--- src/rtl/core/smt_pkg.sv ---
// types and constants for the smoothstep tween table
// used by smt_ctrl, smt_dp and smoothstep_motion_tween_table; no dependencies
package smt_pkg;

    localparam logic [16:0] ONE_Q16      = 17'h10000;
    localparam logic [17:0] THREE_Q16    = 18'h30000;
    localparam logic [15:0] DUR_RESET    = 16'd250;
    localparam logic [4:0]  DIV_STEPS    = 5'd16;
    localparam logic [9:0]  DONE_NUM     = 10'd1000;
    localparam logic [9:0]  DONE_DEN     = 10'd999;

    typedef enum logic [1:0] {
        MODE_ENQ    = 2'd0,
        MODE_CANCEL = 2'd1,
        MODE_TICK   = 2'd2,
        MODE_NONE   = 2'd3
    } mode_t;

    typedef enum logic [3:0] {
        S_IDLE,
        S_ENQ,
        S_C_RD,
        S_C_CHK,
        S_T_RD,
        S_T_ELAP,
        S_T_CMP,
        S_T_DIV,
        S_T_M1,
        S_T_M2,
        S_T_MX,
        S_T_MY,
        S_T_EMIT
    } state_t;

    typedef struct packed {
        logic [15:0] obj;
        logic [15:0] sx;
        logic [15:0] sy;
        logic [15:0] gx;
        logic [15:0] gy;
        logic [31:0] start_ms;
    } entry_t;

    typedef struct packed {
        logic capture;
        logic enq;
        logic c_step;
        logic commit;
        logic elap;
        logic cmp;
        logic div_step;
        logic m1;
        logic m2;
        logic mx;
        logic my;
        logic emit;
    } cmd_t;

    typedef struct packed {
        logic at_end;
        logic div_done;
        logic out_free;
    } status_t;

endpackage

--- src/rtl/core/smt_ctrl.sv ---
// controller state machine of the tween table
// depends on smt_pkg; drives commands into smt_dp
module smt_ctrl (
    input  logic             clk,
    input  logic             rst_n,
    input  logic             in_valid,
    input  logic [1:0]       mode,
    output logic             in_stall,
    input  smt_pkg::status_t sts,
    output smt_pkg::cmd_t    cmd
);
    import smt_pkg::*;

    state_t state_reg;
    state_t state_next;

    always_ff @(posedge clk or negedge rst_n)
    begin
        if (!rst_n)
            state_reg <= S_IDLE;
        else
            state_reg <= state_next;
    end

    always_comb
    begin
        state_next = state_reg;
        case (state_reg)
            S_IDLE:
            begin
                if (in_valid)
                begin
                    case (mode_t'(mode))
                        MODE_ENQ:    state_next = S_ENQ;
                        MODE_CANCEL: state_next = S_C_RD;
                        MODE_TICK:   state_next = S_T_RD;
                        default:     state_next = S_IDLE;
                    endcase
                end
            end
            S_ENQ:    state_next = S_IDLE;
            S_C_RD:   state_next = sts.at_end ? S_IDLE : S_C_CHK;
            S_C_CHK:  state_next = S_C_RD;
            S_T_RD:   state_next = sts.at_end ? S_IDLE : S_T_ELAP;
            S_T_ELAP: state_next = S_T_CMP;
            S_T_CMP:  state_next = S_T_DIV;
            S_T_DIV:  state_next = sts.div_done ? S_T_M1 : S_T_DIV;
            S_T_M1:   state_next = S_T_M2;
            S_T_M2:   state_next = S_T_MX;
            S_T_MX:   state_next = S_T_MY;
            S_T_MY:   state_next = S_T_EMIT;
            S_T_EMIT: state_next = sts.out_free ? S_T_RD : S_T_EMIT;
            default:  state_next = S_IDLE;
        endcase
    end

    always_comb
    begin
        cmd      = '0;
        in_stall = 1'b1;
        case (state_reg)
            S_IDLE:
            begin
                in_stall    = 1'b0;
                cmd.capture = in_valid;
            end
            S_ENQ:    cmd.enq      = 1'b1;
            S_C_RD:   cmd.commit   = sts.at_end;
            S_C_CHK:  cmd.c_step   = 1'b1;
            S_T_RD:   cmd.commit   = sts.at_end;
            S_T_ELAP: cmd.elap     = 1'b1;
            S_T_CMP:  cmd.cmp      = 1'b1;
            S_T_DIV:  cmd.div_step = ~sts.div_done;
            S_T_M1:   cmd.m1       = 1'b1;
            S_T_M2:   cmd.m2       = 1'b1;
            S_T_MX:   cmd.mx       = 1'b1;
            S_T_MY:   cmd.my       = 1'b1;
            S_T_EMIT: cmd.emit     = sts.out_free;
            default:  cmd          = '0;
        endcase
    end

endmodule

--- src/rtl/core/smt_dp.sv ---
// datapath of the tween table: task memory, walk counters, divider,
// smoothstep multipliers and output register; depends on smt_pkg
module smt_dp #(
    parameter int MAX_TASKS = 16
) (
    input  logic               clk,
    input  logic               rst_n,
    input  smt_pkg::cmd_t      cmd,
    output smt_pkg::status_t   sts,
    input  logic               cfg_we,
    input  logic [15:0]        cfg_wdata,
    input  logic [15:0]        object_id,
    input  logic signed [15:0] start_x,
    input  logic signed [15:0] start_y,
    input  logic signed [15:0] goal_x,
    input  logic signed [15:0] goal_y,
    input  logic [31:0]        now_ms,
    output logic               out_valid,
    input  logic               out_stall,
    output logic [15:0]        out_object_id,
    output logic signed [15:0] pos_x,
    output logic signed [15:0] pos_y,
    output logic               finished,
    output logic               last
);
    import smt_pkg::*;

    localparam int CW = $clog2(MAX_TASKS + 1);
    localparam int IW = (MAX_TASKS > 1) ? $clog2(MAX_TASKS) : 1;
    localparam logic [CW-1:0] MAX_COUNT = CW'(MAX_TASKS);

    entry_t mem [MAX_TASKS];
    entry_t entry_reg;
    entry_t in_reg;
    logic   [31:0] now_reg;

    logic [CW-1:0] count_reg;
    logic [CW-1:0] i_reg;
    logic [CW-1:0] keep_reg;
    logic [15:0]   dur_reg;

    logic [31:0] elapsed_reg;
    logic        done_reg;
    logic [15:0] rem_reg;
    logic [15:0] quo_reg;
    logic [4:0]  div_cnt_reg;
    logic        clamp_reg;
    logic [16:0] t2_reg;
    logic [16:0] m_reg;
    logic signed [15:0] px_reg;
    logic signed [15:0] py_reg;

    logic        out_valid_reg;
    logic [15:0] out_obj_reg;
    logic [15:0] out_x_reg;
    logic [15:0] out_y_reg;
    logic        out_fin_reg;
    logic        out_last_reg;

    logic        we;
    logic [IW-1:0] waddr;
    entry_t      wdata;
    logic [16:0] rem2;
    logic [16:0] t_val;
    logic [33:0] tt;
    logic [17:0] fac;
    logic [34:0] tf;
    logic [41:0] lhs;
    logic [25:0] rhs;
    logic signed [15:0] b_start;
    logic signed [15:0] b_goal;
    logic signed [16:0] b_diff;
    logic signed [35:0] b_prod;
    logic signed [35:0] b_num;
    logic signed [19:0] b_pos;

    assign sts.at_end   = (i_reg == count_reg);
    assign sts.div_done = (div_cnt_reg == 5'd0);
    assign sts.out_free = ~out_valid_reg | ~out_stall;

    // memory writes: enqueue at the tail, compaction at the keep pointer
    always_comb
    begin
        we    = 1'b0;
        waddr = count_reg[IW-1:0];
        wdata = in_reg;
        if (cmd.enq && count_reg < MAX_COUNT)
            we = 1'b1;
        if (cmd.c_step && entry_reg.obj != in_reg.obj)
        begin
            we    = 1'b1;
            waddr = keep_reg[IW-1:0];
            wdata = entry_reg;
        end
        if (cmd.emit && !done_reg)
        begin
            we    = 1'b1;
            waddr = keep_reg[IW-1:0];
            wdata = entry_reg;
        end
    end

    always_ff @(posedge clk)
    begin
        if (we)
            mem[waddr] <= wdata;
        entry_reg <= mem[i_reg[IW-1:0]];
    end

    always_ff @(posedge clk or negedge rst_n)
    begin
        if (!rst_n)
        begin
            count_reg <= '0;
            i_reg     <= '0;
            keep_reg  <= '0;
            dur_reg   <= DUR_RESET;
        end
        else
        begin
            if (cfg_we)
                dur_reg <= cfg_wdata;
            if (cmd.capture)
            begin
                i_reg    <= '0;
                keep_reg <= '0;
            end
            if (cmd.enq && count_reg < MAX_COUNT)
                count_reg <= count_reg + 1'b1;
            if (cmd.c_step)
            begin
                i_reg <= i_reg + 1'b1;
                if (entry_reg.obj != in_reg.obj)
                    keep_reg <= keep_reg + 1'b1;
            end
            if (cmd.emit)
            begin
                i_reg <= i_reg + 1'b1;
                if (!done_reg)
                    keep_reg <= keep_reg + 1'b1;
            end
            if (cmd.commit)
                count_reg <= keep_reg;
        end
    end

    always_ff @(posedge clk)
    begin
        if (cmd.capture)
        begin
            in_reg.obj      <= object_id;
            in_reg.sx       <= start_x;
            in_reg.sy       <= start_y;
            in_reg.gx       <= goal_x;
            in_reg.gy       <= goal_y;
            in_reg.start_ms <= now_ms;
            now_reg         <= now_ms;
        end
    end

    // progress division, one quotient bit a cycle; elapsed >= duration clamps to one
    assign rem2  = {rem_reg, 1'b0};
    assign lhs   = 42'(elapsed_reg) * 42'(DONE_NUM);
    assign rhs   = 26'(dur_reg) * 26'(DONE_DEN);
    assign t_val = clamp_reg ? ONE_Q16 : {1'b0, quo_reg};
    assign tt    = 34'(t_val) * 34'(t_val);
    assign fac   = THREE_Q16 - {t_val, 1'b0};
    assign tf    = 35'(t2_reg) * 35'(fac);

    always_ff @(posedge clk or negedge rst_n)
    begin
        if (!rst_n)
            div_cnt_reg <= '0;
        else if (cmd.cmp)
            div_cnt_reg <= (elapsed_reg >= 32'(dur_reg)) ? 5'd0 : DIV_STEPS;
        else if (cmd.div_step)
            div_cnt_reg <= div_cnt_reg - 1'b1;
    end

    always_ff @(posedge clk)
    begin
        if (cmd.elap)
            elapsed_reg <= now_reg - entry_reg.start_ms;
        if (cmd.cmp)
        begin
            done_reg  <= (lhs >= 42'(rhs));
            clamp_reg <= (elapsed_reg >= 32'(dur_reg));
            rem_reg   <= elapsed_reg[15:0];
            quo_reg   <= '0;
        end
        if (cmd.div_step)
        begin
            if (rem2 >= 17'(dur_reg))
            begin
                rem_reg <= 16'(rem2 - 17'(dur_reg));
                quo_reg <= {quo_reg[14:0], 1'b1};
            end
            else
            begin
                rem_reg <= rem2[15:0];
                quo_reg <= {quo_reg[14:0], 1'b0};
            end
        end
        if (cmd.m1)
            t2_reg <= tt[32:16];
        if (cmd.m2)
            m_reg <= tf[32:16];
        if (cmd.mx)
            px_reg <= b_pos[15:0];
        if (cmd.my)
            py_reg <= b_pos[15:0];
    end

    // blend one axis: start - m*(start-goal), rounded toward zero
    always_comb
    begin
        b_start = cmd.my ? $signed(entry_reg.sy) : $signed(entry_reg.sx);
        b_goal  = cmd.my ? $signed(entry_reg.gy) : $signed(entry_reg.gx);
        b_diff  = 17'(b_start) - 17'(b_goal);
        b_prod  = 36'($signed({1'b0, m_reg}) * b_diff);
        b_num   = (36'(b_start) <<< 16) - b_prod;
        b_pos   = 20'(b_num >>> 16);
        if (b_num[35] && b_num[15:0] != 16'd0)
            b_pos = b_pos + 20'sd1;
    end

    always_ff @(posedge clk or negedge rst_n)
    begin
        if (!rst_n)
            out_valid_reg <= 1'b0;
        else if (cmd.emit)
            out_valid_reg <= 1'b1;
        else if (!out_stall)
            out_valid_reg <= 1'b0;
    end

    always_ff @(posedge clk)
    begin
        if (cmd.emit)
        begin
            out_obj_reg  <= entry_reg.obj;
            out_x_reg    <= px_reg;
            out_y_reg    <= py_reg;
            out_fin_reg  <= done_reg;
            out_last_reg <= (i_reg + 1'b1 == count_reg);
        end
    end

    assign out_valid     = out_valid_reg;
    assign out_object_id = out_obj_reg;
    assign pos_x         = out_x_reg;
    assign pos_y         = out_y_reg;
    assign finished      = out_fin_reg;
    assign last          = out_last_reg;

    a_count_bound: assert property (@(posedge clk) disable iff (!rst_n)
        count_reg <= MAX_COUNT) else $error("task count above capacity");
    a_keep_behind: assert property (@(posedge clk) disable iff (!rst_n)
        keep_reg <= i_reg) else $error("keep pointer passed walk pointer");
    a_emit_free: assert property (@(posedge clk) disable iff (!rst_n)
        cmd.emit |-> sts.out_free) else $error("result overwrote a waiting item");
    a_walk_bound: assert property (@(posedge clk) disable iff (!rst_n)
        (cmd.c_step || cmd.emit) |-> i_reg < count_reg)
        else $error("walk beyond table end");

endmodule

--- src/rtl/core/smoothstep_motion_tween_table.sv ---
// top level of the smoothstep tween table
// depends on smt_pkg, smt_ctrl and smt_dp
//
// usage:
//   input channel (in_valid/in_stall) carries one command item: mode 0 appends a
//   move task (dropped when the table is full), mode 1 removes all tasks of
//   object_id, mode 2 is a tick at time now_ms, mode 3 is ignored.
//   a tick gives one output item per stored task, in table order, on
//   out_valid/out_stall; finished marks a task that was removed, last marks
//   the final item of the tick. an empty table gives no items.
//   cfg_we/cfg_wdata write duration_ms at any edge; write only while idle.
// sequence per item:
//   enqueue writes the tail entry; cancel reads and checks each task in turn; a
//   tick takes each task through read, elapsed, compare, the progress divider
//   (16 quotient bits, one a cycle, then a finish step), two multiply steps,
//   two blend steps and the emit step. a task whose elapsed time has reached
//   the duration skips the quotient bits of the divider.
//   the block takes one item at a time; in_stall is high while it works.
// reset and stall:
//   reset empties the table and sets duration_ms to 250. a stalled result holds
//   in the output register, and the walk waits at its next emit until taken.
module smoothstep_motion_tween_table #(
    parameter int MAX_TASKS = 16
) (
    input  logic               clk,
    input  logic               rst_n,
    input  logic               in_valid,
    output logic               in_stall,
    input  logic [1:0]         mode,
    input  logic [15:0]        object_id,
    input  logic signed [15:0] start_x,
    input  logic signed [15:0] start_y,
    input  logic signed [15:0] goal_x,
    input  logic signed [15:0] goal_y,
    input  logic [31:0]        now_ms,
    input  logic               cfg_we,
    input  logic [15:0]        cfg_wdata,
    output logic               out_valid,
    input  logic               out_stall,
    output logic [15:0]        out_object_id,
    output logic signed [15:0] pos_x,
    output logic signed [15:0] pos_y,
    output logic               finished,
    output logic               last
);
    import smt_pkg::*;

    cmd_t    cmd;
    status_t sts;

    smt_ctrl u_ctrl (
        .clk      (clk),
        .rst_n    (rst_n),
        .in_valid (in_valid),
        .mode     (mode),
        .in_stall (in_stall),
        .sts      (sts),
        .cmd      (cmd)
    );

    smt_dp #(
        .MAX_TASKS (MAX_TASKS)
    ) u_dp (
        .clk           (clk),
        .rst_n         (rst_n),
        .cmd           (cmd),
        .sts           (sts),
        .cfg_we        (cfg_we),
        .cfg_wdata     (cfg_wdata),
        .object_id     (object_id),
        .start_x       (start_x),
        .start_y       (start_y),
        .goal_x        (goal_x),
        .goal_y        (goal_y),
        .now_ms        (now_ms),
        .out_valid     (out_valid),
        .out_stall     (out_stall),
        .out_object_id (out_object_id),
        .pos_x         (pos_x),
        .pos_y         (pos_y),
        .finished      (finished),
        .last          (last)
    );

endmodule
--- config.mk ---
export PLATFORM = sky130hd
export DESIGN_NAME = smoothstep_motion_tween_table
export DESIGN_NICKNAME = d
export VERILOG_FILES = /design/src/rtl/core/smt_pkg.sv /design/src/rtl/core/smt_ctrl.sv /design/src/rtl/core/smt_dp.sv /design/src/rtl/core/smoothstep_motion_tween_table.sv
export SDC_FILE = /design/constraint.sdc
export NUM_CORES = 2
export LEC_CHECK = 0
export ABC_AREA = 1
export BUFFER_PORTS_ARGS = -buffer_cell sky130_fd_sc_hd__buf_2
export CAP_MARGIN = 20
export CORE_AREA = 5 5 538 540
export DETAILED_ROUTE_END_ITERATION = 10
export DIE_AREA = 0 0 543 545
export PLACE_DENSITY = 0.64
export SYNTH_ARGS = -nofsm -noshare
export SYNTH_HDL_FRONTEND = slang
export SYNTH_SLANG_ARGS = --single-unit
--- constraint.sdc ---
create_clock -name clk -period 8.5 [get_ports clk]
set_clock_uncertainty 0.05 [all_clocks]
set_input_delay 1.275 -clock clk [delete_from_list [all_inputs] [get_ports clk]]
set_output_delay 1.275 -clock clk [all_outputs]
set_load 0.01 [all_outputs]
# == Word-level counts from Yosys, hierarchy flattened ==
# Memories as Yosys holds them, arrays and structs flattened. A register that Yosys moved wholly into a read port is not among the register bits.
# Cells that the tools add are included.
# op_classes
addsub,10
mul,5
order_cmp,4
eq_ne,19
n_mux,54
bitwise,4
n_reduce_logical,13
# ops
operator,count
$mux W112,2
$mux W16,8
$mux W5,13
$pmux W4 S12,1
$ge A42 B26 Y1,1
$mul A32 B7 Y39 const B,1
$sub A32 B35 Y36,1
$mul A18 B17 Y35,1
$mul A17 B17 Y33,1
$mul A17 B18 Y33,1
$ge A32 B16 Y1,1
$sub A32 B32 Y32,1
$mul A16 B10 Y26 const B,1
$mux W1,21
$eq A4 B4 Y1 const B,5
$mux W4,5
$sub A18 B18 Y18 const A,1
$ge A17 B16 Y1,1
$mux W17,1
$sub A16 B16 Y17,1
$add A16 B2 Y16 const B,1
$eq A4 B3 Y1 const B,4
$ne A16 B16 Y1,1
$reduce_bool A16 Y1,1
24 further kinds,34
# totals
regBits,335
ram_bits,1792
input_bits,135
out_inout_bits,52
word_cells,137
mem_count,1
# memory_table
name,depth,width,rd,rd_ports_with_merged_regs,write_ports,line_no,text
u_dp.mem,16,112,1,1,1,smt_dp.sv:32,entry_t mem [MAX_TASKS];

# == Depth between registers and ports, before layout ==
# depth
ltp_word,9
depth_mapped,51
mapped_depth_nobuf,49

# == Cells and area by module ==
# Synthesis repeated with hierarchy kept, for this count alone.
# unflattened
hier_cells,11958
hier_area_um2,127233.3
# by_module_without_submodules
module,instances,cells_each,area_per_inst_um2,seq_area_each_um2
smt_dp,1,11880,126807.9,65815.6
smt_ctrl,1,78,425.4,100.1

# == Least setup slack after synthesis ==
# Ideal clock, no wire load.
# synth_timing
path_kind,reg-to-reg
startpoint,register u_ctrl.state_reg[3]
endpoint,register u_dp.px_reg[14] (data pin)
setup_time_ns,0.257
t_arrival_ns,8.737
required_time_ns,8.193
setup_slack_ns,-0.543
path_stages_with_launch,44
path_buffers,1
period_less_slack_ns,9.043
cell_sequence,dfrtp_1 > inv_1 > nor2_1 > inv_1 > nor2_1 > clkinv_1 > clkbuf_1 > o21ai_0 > ha_1 > nand3_1 > nand3_1 > a21oi_1 > o21bai_1 > or2_2 > nand2_1 > clkinv_1 > nand2_1 > fa_1 > (+8 left out) > inv_1 > ha_1 > nand2_1 > inv_1 > nand2_1 > nor3_1 > nand2_1 > nand2_1 > nand2_1 > nand2_2 > ha_1 > inv_1 > nor2_2 > nand2_1 > nor2_4 > nand3_1 > nand2_1 > nand2_1
# synth_between
elab_chain_cells,9
word_cells_on_any_way,11
classes_between,3 x add/sub; 1 x mul; 1 x eq/ne; 4 x mux; 2 x reduce/logical
# synth_lines
item,line_no,text
from (decl),smt_ctrl.sv:14,state_t state_reg;
from (signal assigned),smt_ctrl.sv:22,state_reg <= state_next;
$eq A4 B4 Y1 *,smt_ctrl.sv:61,case (state_reg)
$mux W1 *,smt_ctrl.sv:61,
"$mux W16, on equally long branches","smt_dp.sv:217, smt_dp.sv:218",
$sub A16 B16 Y17,smt_dp.sv:219,b_diff = 17'(b_start) - 17'(b_goal);
$mul A18 B17 Y35,smt_dp.sv:220,"b_prod = 36'($signed({1'b0, m_reg}) * b_diff);"
$sub A32 B35 Y36 *,smt_dp.sv:221,b_num = (36'(b_start) <<< 16) - b_prod;
"parallel branches: the longest is 2 deep, another holds $add A16 B2 Y16",n/a,
$mux W16 *,smt_dp.sv:223,if (b_num[35] && b_num[15:0] != 16'd0)
net u_dp.b_pos[14],smt_dp.sv:75,logic signed [19:0] b_pos;
to (signal assigned),smt_dp.sv:209,px_reg <= b_pos[15:0];
to (decl),smt_dp.sv:50,logic signed [15:0] px_reg;
# Mark *: on every way through the listed nets, which the timed path passes.
# A chain may end at the register's enable or synchronous reset.

# == Final worst setup path ==
# Ends and elaborated chain as after synthesis.

==> results.ini <==
[floorplanning]
dieWidth_um = 543
die_h_um = 545
start_util = 0.448
row_count = 196
ios = 187
core_mm2 = 0.284
die_area_mm2 = 0.296

[route]
drc = 0
via_per_inst = 5.50
vias = 85476
wl_um = 346000
antenna_left = 0
wl_per_cell_um = 22.3
drtIter0Drc = 8153
firstDrtPassIters = 6

[clock_network]
cts_sinks = 2239
htree_levels = 4
cts_buffers = 232
clockBufferDepth = 4
cts_hold_buf = 0
clk_latency_ns = 0.90
cts_root_buf = clkbuf_16
cts_tree = yes
clkTransAtPathRegs_ns = 0.06

[final_layout]
num-nets-final = 13159
layout_common_cells = edfxtp_1 (2086), inv_1 (1571), nand2_1 (1472)
area_growth_syn_to_layout_pct = 12.6
drive_gt1_frac = 0.108
final_common_cell = edfxtp_1
largest_register_ff_count = 1792
fin_area_mm2 = 0.143

[placement]
place_area_mm2 = 0.134
port_buffers = 186
place_ws_ns = -0.346
hpwl_um = 223000
gp_congestion = 0.932

[flow_run]
maxCapViolations = 0

[critical_path]
path_delay_family = adder cells
cp_slowest_stage_delay_ns = 0.55
critPathBufInv = 11
critPathKind = reg -> reg
crit_path_start_kind = flip-flop
cp_max_fo = 10
end_kind = flip-flop
cp_common_cell = nand2_2
crit_arrival_ns = 9.00
cp.required_ns = 9.10
critical-path-slowest-cell = fa_1

[grt]
grt_start_max_net_pins = 204
grt_pass1_wl_um = 526000
grt_antenna_before_repair = 18
grt_use_total = 0.230
grt_pass1_vias = 86827
grt-ovfl-total = 0

[logic_synthesis]
postSynthCellCount = 11185
syn_area_mm2 = 0.127
netlist-cell-type-count = 68
ys_seq_area_frac = 0.518
syn_area_per_cell_um2 = 11.4
synth-edff-count = 2086
synth_flop_cell = edfxtp_1
yosys_warnings = 0
synth.ff_latch_count = 2239
async_reset_ff_frac = 0.0183

[timing]
setup_ws_ns = 0.0959
slew_headroom = 0.247
layout_min_cycle_time_ns = 8.40
finalCritPeriodShare = 0.989
slew_violations = 0
setup_viol_count_final = 0
grt_setup_unrepaired = true
finalHoldViolations = 0
worstMarginPinSlew_ns = 1.13
max_freq_ghz = 0.119
finalSetupTns_ns = 0

[worst_hold_path]
min_path_type = in -> async

[status]
outcome = finished, final reports clean

layout make-up:
type | instances | area (um2)
Timing Repair Buffer | 581 | 4340
Sequential cell | 2239 | 65900
Inverter | 1633 | 6200
Clock buffer | 306 | 6330
Multi-Input combinational cell | 6876 | 54400
Antenna cell | 9 | 22.5
Tap cell | 3762 | 4710
Clock inverter | 128 | 1370
Fill cell | 24763 | 141000
stage by stage:
stage	instances	utilization	hold WS [ns]
2_1_floorplan	11207	-	0.350
3_3_place_gp	15051	0.473	0.360
3_5_place_dp	15061	0.473	0.355
4_1_cts	15497	0.501	0.372
5_1_grt	15529	0.505	0.159
6_report	15534	0.505	0.194
synth_stat cells (19+ instances only):
cell type / count / area share
inv_2: 26 / 0.00077
o21ai_0: 692 / 0.027
o32ai_1: 71 / 0.0049
o221ai_1: 380 / 0.026
clkbuf_1: 350 / 0.010
edfxtp_1: 2086 / 0.49
a21oi_1: 233 / 0.0092
ha_1: 606 / 0.060
nand3_1: 335 / 0.013
nor2_1: 1202 / 0.035
nor3_1: 51 / 0.0020
fa_1: 855 / 0.13
a21o_1: 23 / 0.0014
dfxtp_1: 112 / 0.018
or2_2: 19 / 0.00093
o211ai_1: 82 / 0.0048
mux2i_1: 372 / 0.029
xor2_1: 107 / 0.0074
nand4_1: 53 / 0.0026
buf_1: 20 / 0.00059
xnor2_1: 78 / 0.0054
nand2_1: 1519 / 0.045
buf_2: 80 / 0.0031
inv_1: 1590 / 0.047
dfrtp_1: 35 / 0.0069
routing by layer:
layer  routed length, um  global-route usage
met2              162000               0.374
met4                9020              0.0575
met5                  61                   0
met3               25600              0.0393
met1              149000               0.323
final timing paths:
kind                                     startpoint                to  slack, ns  cells past startpoint
min in group clk                    u_dp.px_reg[12]    u_dp.pos_x[12]       0.37                      0
worst max register to register  u_ctrl.state_reg[3]   u_dp.px_reg[14]        0.1                     45
worst max-delay path            u_ctrl.state_reg[3]   u_dp.px_reg[14]        0.1                     45
worst min register to register      u_dp.px_reg[12]    u_dp.pos_x[12]       0.37                      0
worst min-delay path                          rst_n  u_dp.dur_reg[15]       0.19                      1
max in group asynchronous                     rst_n   u_dp.dur_reg[1]       7.67                      2
what timing repair did:
action	4_1_cts	5_1_grt
setup endpoints to repair	32	32
setup buffers	2	24
pin swaps	6	92
gates resized for setup	35	231
gates cloned	0	2
logic make-up after synthesis:
group                    Yosys count  synth area share
AO/OA/AOI/OAI                   1573            0.0790
XOR/XNOR                         186            0.0129
buffers and inverters           2092            0.0630
other                              2         0.0000590
flip-flops                      2239             0.518
adder cells (fa/ha/maj)         1461             0.194
multiplexers                     372            0.0293
AND/OR/NAND/NOR                 3260             0.104
worst reg2reg max path, delay by kind of cell (launching register included):
kind                     cells  cell delay [ns]
flip-flops                   1             0.39
buffers and inverters       11             1.01
adder cells (fa/ha/maj)      8             3.75
AO/OA/AOI/OAI                6             0.78
AND/OR/NAND/NOR             19             2.03
XOR/XNOR                     1             0.18
Power is left out: the tool's default activity adds up to more than one toggle a clock period on the data nets, which glitch-free logic cannot reach.
